**src/hw/rtl/cdf_pkg.sv**
```systemverilog
// ----------------------------------------------------------------------------
// cdf_pkg
// shared widths, register indexes and payload types of the contact drag core
// ----------------------------------------------------------------------------
package cdf_pkg;

  localparam int VW    = 32;  // velocity component, Q15.16
  localparam int MW    = 32;  // body mass, Q16.16
  localparam int NW    = 16;  // normal component, Q1.15
  localparam int RFW   = 17;  // reciprocal flotation, Q1.16
  localparam int SRW   = 10;  // step rate
  localparam int FW    = 48;  // force component, Q31.16
  localparam int SQW   = 64;  // sum of squared velocity
  localparam int DPW   = 48;  // one velocity times normal product
  localparam int DW    = 50;  // dot product v.n
  localparam int NDW   = 66;  // n_i times dot product
  localparam int NUMW  = 63;  // magnitude of n_i times dot product
  localparam int NNW   = 32;  // n.n
  localparam int QW    = 33;  // projection quotient magnitude
  localparam int PW    = 35;  // projected velocity, signed
  localparam int LIMW  = 42;  // mass times step rate
  localparam int SPDW  = 32;  // speed
  localparam int EFFW  = 30;  // drag factor from flotation
  localparam int GAINW = 42;  // clamped gain
  localparam int CFGW  = 17;  // widest register
  localparam int CIW   = 3;   // register index width

  localparam logic [CIW-1:0] REG_RECIP_FLOTATION   = 3'd0;
  localparam logic [CIW-1:0] REG_NORMAL_X          = 3'd1;
  localparam logic [CIW-1:0] REG_NORMAL_Y          = 3'd2;
  localparam logic [CIW-1:0] REG_NORMAL_Z          = 3'd3;
  localparam logic [CIW-1:0] REG_PASSABLE_MATERIAL = 3'd4;
  localparam logic [CIW-1:0] REG_STEP_RATE         = 3'd5;
  localparam logic [CIW-1:0] REG_CONTACT_VALID     = 3'd6;

  localparam logic [RFW-1:0] RF_ONE     = 17'd65536;
  localparam logic [13:0]    DRAG_SCALE = 14'd10000;

  typedef logic [2:0][VW-1:0] vel3_t;
  typedef logic [2:0][NW-1:0] nrm3_t;
  typedef logic [2:0][PW-1:0] proj3_t;
  typedef logic [2:0][FW-1:0] force3_t;

  typedef struct packed {
    vel3_t           v;
    logic [SQW-1:0]  sq;
    logic [DW-1:0]   d;
    logic [LIMW-1:0] limit;
  } front_t;

endpackage

```
**src/hw/rtl/cdf_gain.sv**
```systemverilog
// ----------------------------------------------------------------------------
// cdf_gain
// drag gain from speed, clamped to mass times step rate, then aligned
// ----------------------------------------------------------------------------
module cdf_gain import cdf_pkg::*; (
  input  logic             clk,
  input  logic             en,
  input  logic [SPDW-1:0]  speed,
  input  logic [EFFW-1:0]  eff,
  input  logic [LIMW-1:0]  limit,
  output logic [GAINW-1:0] gain
);

  logic [SPDW+EFFW-1:0] prod1;
  logic [LIMW-1:0]      lim1;
  logic [GAINW-1:0]     g2;
  logic [GAINW-1:0]     g3;
  logic [SPDW+EFFW-17:0] raw;

  assign raw = prod1[SPDW+EFFW-1:16];

  always_ff @(posedge clk) begin
    if (en) begin
      prod1 <= {{EFFW{1'b0}}, speed} * {{SPDW{1'b0}}, eff};
      lim1  <= limit;
      g2    <= (raw > {{(SPDW+EFFW-16-LIMW){1'b0}}, lim1}) ? lim1 : raw[GAINW-1:0];
      g3    <= g2;
      gain  <= g3;
    end
  end

endmodule

```
**config.mk**
```make
export PLATFORM = sky130hd
export DESIGN_NAME = cdf_gain
export DESIGN_NICKNAME = d
export VERILOG_FILES = /design/src/hw/rtl/cdf_pkg.sv /design/src/hw/rtl/cdf_gain.sv
export SDC_FILE = /design/constraint.sdc
export NUM_CORES = 2
export LEC_CHECK = 0
export BUFFER_PORTS_ARGS = -buffer_cell sky130_fd_sc_hd__buf_2
export CORE_AREA = 2 2 294 296
export DETAILED_ROUTE_END_ITERATION = 6
export DIE_AREA = 0 0 296 298
export GPL_ROUTABILITY_DRIVEN = 0
export REMOVE_ABC_BUFFERS = 1
export SYNTH_ARGS = -nofsm -noshare
export SYNTH_HDL_FRONTEND = slang
export SYNTH_SLANG_ARGS = --single-unit
```
**constraint.sdc**
```tcl
create_clock -name clk -period 10.1 [get_ports clk]
set_input_delay 2.02 -clock clk [delete_from_list [all_inputs] [get_ports clk]]
set_output_delay 2.02 -clock clk [all_outputs]
set_load 0.01 [all_outputs]
```
==> metrics.yaml <==
timing:
  tightest_slew_ns: 1.04
  clock_skew_ns: 0.00960
  setup_viol: 0
  period_minus_slack_ns: 9.41
  final.setup.tns_ns: 0
  rsz0062_at_grt: "no"
  period_share_pct: 93.1
  hold_viol_final: 0
  fmax_ghz: 0.106
  slew_viol_final: 0
  slew_headroom_pct: 30.5
critical_path:
  cpPeakStageDelay_ns: 0.56
  r2r_cells: 12
  critPathTopFamily: "adder cells"
  crit_path_end_kind: "register"
  cp_num_buf_inv: 6
  cp_max_fo: 24
  setup.worst_path.class: "in2reg"
  startpoint_type: "primary input"
  crit_required_ns: 10.33
  cp_common_cell: "fa_1"
  critPathArrivalTime_ns: 9.64
  reg2reg_from: "prod1[35]"
  rrSetupSlack_ns: 6.17
  reg2reg_to: "g2[0]"
  slowest_stage: "fa_1"
floorplan:
  rows: 107
  dieHeight_microns: 298
  die-area_sq_um: 88200
  initial_core_util_pct: 45.8
  io-pin-count: 148
  core_sq_um: 84900
  die_x_microns: 296
min_path:
  min-delay-path-class: "reg2reg"
  whs_path_depth: 0
  hold_end: "gain[19]"
  worstHoldStart: "g3[19]"
grt:
  antenna_found_initial: 2
  grt.total_usage_pct: 23.3
  grt_start_max_net_pins: 84
  gr-total-overflow: 0
  grt_pass1_vias: 27700
  grt_pass1_wl_microns: 157000
routing:
  drc_errors: 0
  drt_iter0_markers: 1248
  firstDrtPassIters: 6
  wl_per_cell_microns: 19.8
  finalWirelength_microns: 98700
  ant_nets: 0
  vias: 25300
  vias_per_cell: 5.07
cells_and_area:
  area_growth_pct: 6.64
  fin_nets: 5056
  drive_gt1_share_pct: 8.26
yosys:
  ys_types: 64
  ys.flop_type: "edfxtp_1"
  synth_top_area_cell: "fa_1"
  netlist_area_sq_um: 38900
  yosysMostFrequentCell: "inv_1"
  avgSynthCellArea_sq_um: 10.3
  yosysTopAreaCellShare_pct: 43.0
  netlist_instances: 3780
  synth_edf_count: 214
  yosysSeqAreaShare_pct: 16.5
  yosys-top-cells-area: "fa_1, edfxtp_1, ha_1"
  synthTopCellsByCount: "inv_1, fa_1, and2_1"
  async_reset_ff_share_pct: 0
  synth-seq-cells: 214
  ys_warn_count: 0
cts:
  ctsHtreeMaxLevel: 1
  cts.repair.resized: 0
  post_cts_buffers: 0
  cts_hold_buf: 0
  clock_latency_ns: 0.49
  clk_path_buf_depth: 3
  path_clk_slew_ns: 0.07
  cts_sinks: 214
  cts_tree: "done"
  clockRootBuffer: "clkbuf_16"
  cts_buffers: 20
placed_design:
  portBuffers: 147
  dp_hpwl_microns: 80700
status:
  outcome: "completed"
flow_run:
  maxCapViolations: 0
==> routing by layer <==
metal | vias up | GRT usage [%] | part of all wire, %
li1 | 11200 | - | -
met4 | 0 | 6.51 | 3.2
met3 | 167 | 2.13 | 4.0
met2 | 590 | 41.8 | 52
met1 | 13300 | 29.9 | 40
met5 | - | 0 | 0
==> cell type report <==
type,count,area [sq um]
Clock buffer,25,541
Antenna cell,3,7.51
Fill cell,7975,43400
Inverter,890,3340
Sequential cell,214,6430
Tap cell,1144,1430
Multi-Input combinational cell,2482,28300
Timing Repair Buffer,218,1300
Clock inverter,10,91.3
==> worst max-delay path by stage <==
stage,start,to,slack (ns),cells after the start
3_5_place_dp,eff[7],prod1[60],0.25,25
3_3_place_gp,eff[7],prod1[60],0.25,24
4_1_cts,eff[7],prod1[60],0.75,25
2_1_floorplan,speed[10],prod1[60],1.54,25
5_1_grt,eff[7],prod1[60],0.32,25
6_report,eff[7],prod1[60],0.69,25
==> flip-flops by register name, indices dropped and copies added, names as in the netlist <==
signal and count:
prod1 46, gain 42, lim1 42, g3 42
g2 42
==> through the flow <==
step | cell area (sq um) | setup slack, ns | utilization, % | hold WS [ns] | cells
2_1_floorplan | 38100 | 1.54 | - | 0.400 | 3586
3_3_place_gp | 40800 | 0.247 | 48.1 | 0.401 | 4948
3_5_place_dp | 40800 | 0.250 | 48.1 | 0.405 | 4948
4_1_cts | 41400 | 0.746 | 48.8 | 0.416 | 4983
5_1_grt | 41400 | 0.322 | 48.8 | 0.424 | 4983
6_report | 41400 | 0.694 | 48.8 | 0.417 | 4986
==> cell families after synthesis <==
group | share of synthesized area [%]
AO/OA/AOI/OAI | 3.11
XOR/XNOR | 1.15
adder cells (fa/ha/maj) | 52.3
buffers and inverters | 10.6
flip-flops | 16.5
multiplexers | 1.64
AND/OR/NAND/NOR | 14.6
==> layout by cell type, fill, tap and decap left out, types with 35 or more instances in the layout <==
cell type	n
edfxtp_1	214
a21o_1	39
a21oi_1	55
nand2_1	438
and2_1	556
buf_2	146
fa_1	835
ha_1	289
inv_1	889
buf_4	69
mux2_4	41
xnor2_1	35
Power is not shown: default switching activity piles up to over one toggle a cycle in this logic, so the estimate is an artifact.
