===== config.mk =====
export PLATFORM = sky130hd
export DESIGN_NAME = cdf_isqrt
export DESIGN_NICKNAME = d
export VERILOG_FILES = /design/src/hw/rtl/cdf_pkg.sv /design/src/hw/rtl/cdf_isqrt.sv
export SDC_FILE = /design/constraint.sdc
export NUM_CORES = 2
export LEC_CHECK = 0
export BUFFER_PORTS_ARGS = -buffer_cell sky130_fd_sc_hd__buf_2
export CORE_ASPECT_RATIO = 2
export CORE_MARGIN = 2
export CORE_UTILIZATION = 65
export DETAILED_ROUTE_END_ITERATION = 16
export PLACE_DENSITY_LB_ADDON = 0.05
export SLEW_MARGIN = 40
export SYNTH_ARGS = -nofsm -noshare
export SYNTH_HDL_FRONTEND = slang
export SYNTH_SLANG_ARGS = --single-unit

===== constraint.sdc =====
create_clock -name clk -period 6.9 [get_ports clk]
set_input_delay 0.69 -clock clk [delete_from_list [all_inputs] [get_ports clk]]
set_output_delay 0.69 -clock clk [all_outputs]
set_load 0.05 [all_outputs]

===== src/hw/rtl/cdf_pkg.sv =====
// ----------------------------------------------------------------------------
// cdf_pkg
// shared widths, register indexes and payload types of the contact drag core
// ----------------------------------------------------------------------------
package cdf_pkg;

  localparam int VW    = 32;  // velocity component, Q15.16
  localparam int MW    = 32;  // body mass, Q16.16
  localparam int NW    = 16;  // normal component, Q1.15
  localparam int RFW   = 17;  // reciprocal flotation, Q1.16
  localparam int SRW   = 10;  // step rate
  localparam int FW    = 48;  // force component, Q31.16
  localparam int SQW   = 64;  // sum of squared velocity
  localparam int DPW   = 48;  // one velocity times normal product
  localparam int DW    = 50;  // dot product v.n
  localparam int NDW   = 66;  // n_i times dot product
  localparam int NUMW  = 63;  // magnitude of n_i times dot product
  localparam int NNW   = 32;  // n.n
  localparam int QW    = 33;  // projection quotient magnitude
  localparam int PW    = 35;  // projected velocity, signed
  localparam int LIMW  = 42;  // mass times step rate
  localparam int SPDW  = 32;  // speed
  localparam int EFFW  = 30;  // drag factor from flotation
  localparam int GAINW = 42;  // clamped gain
  localparam int CFGW  = 17;  // widest register
  localparam int CIW   = 3;   // register index width

  localparam logic [CIW-1:0] REG_RECIP_FLOTATION   = 3'd0;
  localparam logic [CIW-1:0] REG_NORMAL_X          = 3'd1;
  localparam logic [CIW-1:0] REG_NORMAL_Y          = 3'd2;
  localparam logic [CIW-1:0] REG_NORMAL_Z          = 3'd3;
  localparam logic [CIW-1:0] REG_PASSABLE_MATERIAL = 3'd4;
  localparam logic [CIW-1:0] REG_STEP_RATE         = 3'd5;
  localparam logic [CIW-1:0] REG_CONTACT_VALID     = 3'd6;

  localparam logic [RFW-1:0] RF_ONE     = 17'd65536;
  localparam logic [13:0]    DRAG_SCALE = 14'd10000;

  typedef logic [2:0][VW-1:0] vel3_t;
  typedef logic [2:0][NW-1:0] nrm3_t;
  typedef logic [2:0][PW-1:0] proj3_t;
  typedef logic [2:0][FW-1:0] force3_t;

  typedef struct packed {
    vel3_t           v;
    logic [SQW-1:0]  sq;
    logic [DW-1:0]   d;
    logic [LIMW-1:0] limit;
  } front_t;

endpackage


===== src/hw/rtl/cdf_isqrt.sv =====
// ----------------------------------------------------------------------------
// cdf_isqrt
// pipelined integer square root, one result bit per stage, with sideband
// ----------------------------------------------------------------------------
module cdf_isqrt import cdf_pkg::*; #(
  parameter int SW = 42
) (
  input  logic            clk,
  input  logic            en,
  input  logic [SQW-1:0]  x,
  input  logic [SW-1:0]   side_in,
  output logic [SPDW-1:0] root,
  output logic [SW-1:0]   side_out
);

  localparam int NST = SQW / 2;

  logic [SQW-1:0] xs [0:NST];
  logic [SQW-1:0] rs [0:NST];
  logic [SW-1:0]  ss [0:NST];

  assign xs[0] = x;
  assign rs[0] = '0;
  assign ss[0] = side_in;

  for (genvar k = 0; k < NST; k++) begin : g_st
    localparam logic [SQW-1:0] B = {{(SQW-1){1'b0}}, 1'b1} << (SQW - 2 - 2 * k);
    logic [SQW-1:0] trial;
    assign trial = rs[k] + B;
    always_ff @(posedge clk) begin
      if (en) begin
        if (xs[k] >= trial) begin
          xs[k+1] <= xs[k] - trial;
          rs[k+1] <= (rs[k] >> 1) + B;
        end else begin
          xs[k+1] <= xs[k];
          rs[k+1] <= rs[k] >> 1;
        end
        ss[k+1] <= ss[k];
      end
    end
  end

  assign root     = rs[NST][SPDW-1:0];
  assign side_out = ss[NST];

endmodule


==> flow_summary.ini <==
[timing]
tightestPinTransition_ns = 1.34
relSlewSlack = 0.106
hold_ws_ns = 0.0209
fin_crit_sh = 0.790
fmax_mhz = 184
final.min_clock_period_ns = 5.45
skew_ns = 0.0839
finalSetupViolCount = 0
drv_slew = 0
finalHoldViolCount = 0
setup_tns_ns = 0
rsz0062_at_grt = no

[clock_network]
hold_buffers = 101
cts_buffers = 324
ctsResizeCount = 0
cts_sinks = 3856
cts_tree = done
cts_root_buf = clkbuf_16
clk-insertion-delay-late_ns = 0.95
ctsHtreeMaxLevel = 5
path_clk_slew_ns = 0.07
post_cts_buffers = 0
clock_path_buffers = 4

[synth]
syn_inst = 10900
synth-edff-count = 3856
yosys_register_bits = 3856
netlist-cell-type-count = 94
synthArstFlopShare = 0
syn_area_sq_um = 161000
avgSynthCellArea_sq_um = 14.7
synth_nets = 11566
synth_ff_type = edfxtp_1
yosysSeqAreaShare = 0.720
yosysWarnings = 0

[job]
drv_cap = 0

[final_layout]
nets = 12104
synthToLayoutAreaGrowth_pct = 11.7
drive_gt1_frac = 0.0940
layout_commonest_cell = edfxtp_1
final_cell_mix = edfxtp_1 (3856), inv_1 (679), nor2_1 (629)

[global_route]
grt_pass1_vias = 103619
overflow = 0
grt_pass1_wl_mm = 704
grt_usage = 0.403
antenna_found_initial = 66
grt_start_max_net_pins = 174

[drt]
drt-total-wl_mm = 513
wl_per_cell_um = 33.9
drtIter0Drc = 9351
firstDrtPassIters = 9
antenna_left = 0
drc = 0
vias_per_cell = 6.54
via_count = 99223

[setup_path]
worstPathRequired_ns = 7.55
crit_fanout = 7
cp.arrival_ns = 6.10
worst-setup-path-type = reg2reg
startpoint_type = flip-flop
end_kind = flip-flop

[worst_hold_path]
min_path_type = in2reg

[power]
internal_power_w = 0.0434
powerDensity_nw_per_um2 = 347
power.leakage_nw = 65.5
combPwrFrac = 0.191
seqPwrFrac = 0.499
ir_worst_vdd_v = 0.000347
power_frac_clock = 0.311
power_switching_w = 0.0189
power.share.switching = 0.303

[die]
start_util = 0.653
die_y_um = 707
dieArea_sq_um = 252000
io_pins = 182
core_region_area_sq_um = 246000
die_x_um = 356
row_count = 258

[placement]
dp_hpwl_mm = 354
port_buffers = 181
gp_congestion = 1.07

[run_status]
outcome = completed
[flip-flops by register name (all words and copies together), names as in the netlist]
name	cells
rs	496
root	32
ss	1302
side_out	42
xs	1984
[power groups by stage]
stage / Combinational [W] / Sequential (W) / Clock (W)
2_1_floorplan: 0.00688 / 0.0303 / 0
3_3_place_gp: 0.0107 / 0.0311 / 0
3_5_place_dp: 0.0111 / 0.0313 / 0
4_1_cts: 0.0113 / 0.0309 / 0.0192
5_1_grt: 0.0126 / 0.0311 / 0.0202
6_report: 0.0119 / 0.0311 / 0.0194
[critical path, cell delays in order (launching register included)]
cell	delay, ns
edfxtp_1	0.39
ha_1	0.48
or4bb_1	0.69
nor2_2	0.70
and4_1	0.76
or4_1	0.25
a21oi_4	0.04
a2111oi_2	0.67
nand4_1	0.32
or3_1	0.50
nor4_1	0.28
xor2_1	0.12
[cells in the mapped netlist (16+ instances only)]
cell / n / share of area
edfxtp_1: 3856 / 0.72
inv_1: 679 / 0.016
nor2_1: 634 / 0.015
a21oi_1: 631 / 0.020
nand2_1: 604 / 0.014
ha_1: 558 / 0.043
xnor2_1: 483 / 0.026
o21ai_0: 442 / 0.014
xor2_1: 403 / 0.022
nor4_1: 340 / 0.013
nor3_1: 243 / 0.0076
a21o_1: 228 / 0.011
nand4_1: 164 / 0.0064
clkbuf_1: 153 / 0.0036
nand3_1: 152 / 0.0047
nand2b_1: 122 / 0.0047
or3_1: 90 / 0.0035
o21a_1: 87 / 0.0041
mux2_2: 82 / 0.0057
nor2b_1: 78 / 0.0030
or4_1: 71 / 0.0033
o21bai_1: 57 / 0.0027
nor4b_1: 49 / 0.0027
buf_4: 46 / 0.0021
a31oi_1: 45 / 0.0018
o31ai_1: 45 / 0.0021
a211oi_1: 42 / 0.0020
o211ai_1: 38 / 0.0018
nand4b_1: 37 / 0.0020
and3_1: 36 / 0.0014
or2_2: 35 / 0.0014
and2_1: 33 / 0.0013
nand3b_1: 31 / 0.0014
o31a_1: 18 / 0.00098
and4_1: 17 / 0.00093
buf_1: 17 / 0.00040
nor3b_1: 17 / 0.00079
buf_2: 16 / 0.00050
[logic make-up after synthesis]
logic type	count (synthesis)	share of synthesized area
adders and majority gates	558	0.0434
AOI/OAI and AO/OA	1807	0.0693
xor gates and xnor gates	886	0.0483
buffers and inverters	915	0.0226
and+or+nand+nor	2786	0.0897
muxes	92	0.00638
DFF	3856	0.720
[layout make-up]
cell class | instances | area, sq um
multi-input combinational | 6129 | 42200
fill | 14412 | 66700
clock buffer | 376 | 8410
sequential | 3856 | 116000
clock inverter | 202 | 2260
antenna | 223 | 558
inverter | 683 | 2570
tap | 3250 | 4070
timing repair buffer | 444 | 3770
[metal layers]
metal	global-route usage	share of wire	up-vias
li1	-	-	42488
met1	0.264	0.22	48340
met2	0.760	0.55	5448
met3	0.0864	0.057	2933
met4	0.545	0.17	14
met5	0	0.00020	-
[path summary, 6_finish.rpt]
check	from	endpoint	slack [ns]	depth (start not counted)
worst max-delay path	xs[420]	xs[382]	1.45	11
worst min-delay path	x[56]	xs[2040]	0.02	1
worst max register to register	xs[420]	xs[382]	1.45	11
worst min register to register	ss[276]	ss[234]	0.39	0
[stage by stage]
stage,cells,total power [W],utilization,setup WS (ns),cell area [sq um]
4_1_cts,14926,0.0613,0.725,1.69,179000
2_1_floorplan,10900,0.0372,-,3.30,161000
3_5_place_dp,14247,0.0424,0.677,1.65,167000
6_report,15163,0.0623,0.729,1.45,180000
5_1_grt,15124,0.0639,0.729,1.42,179000
3_3_place_gp,14232,0.0418,0.675,0.809,166000
Note: power is estimated with default switching activity, not from simulation.
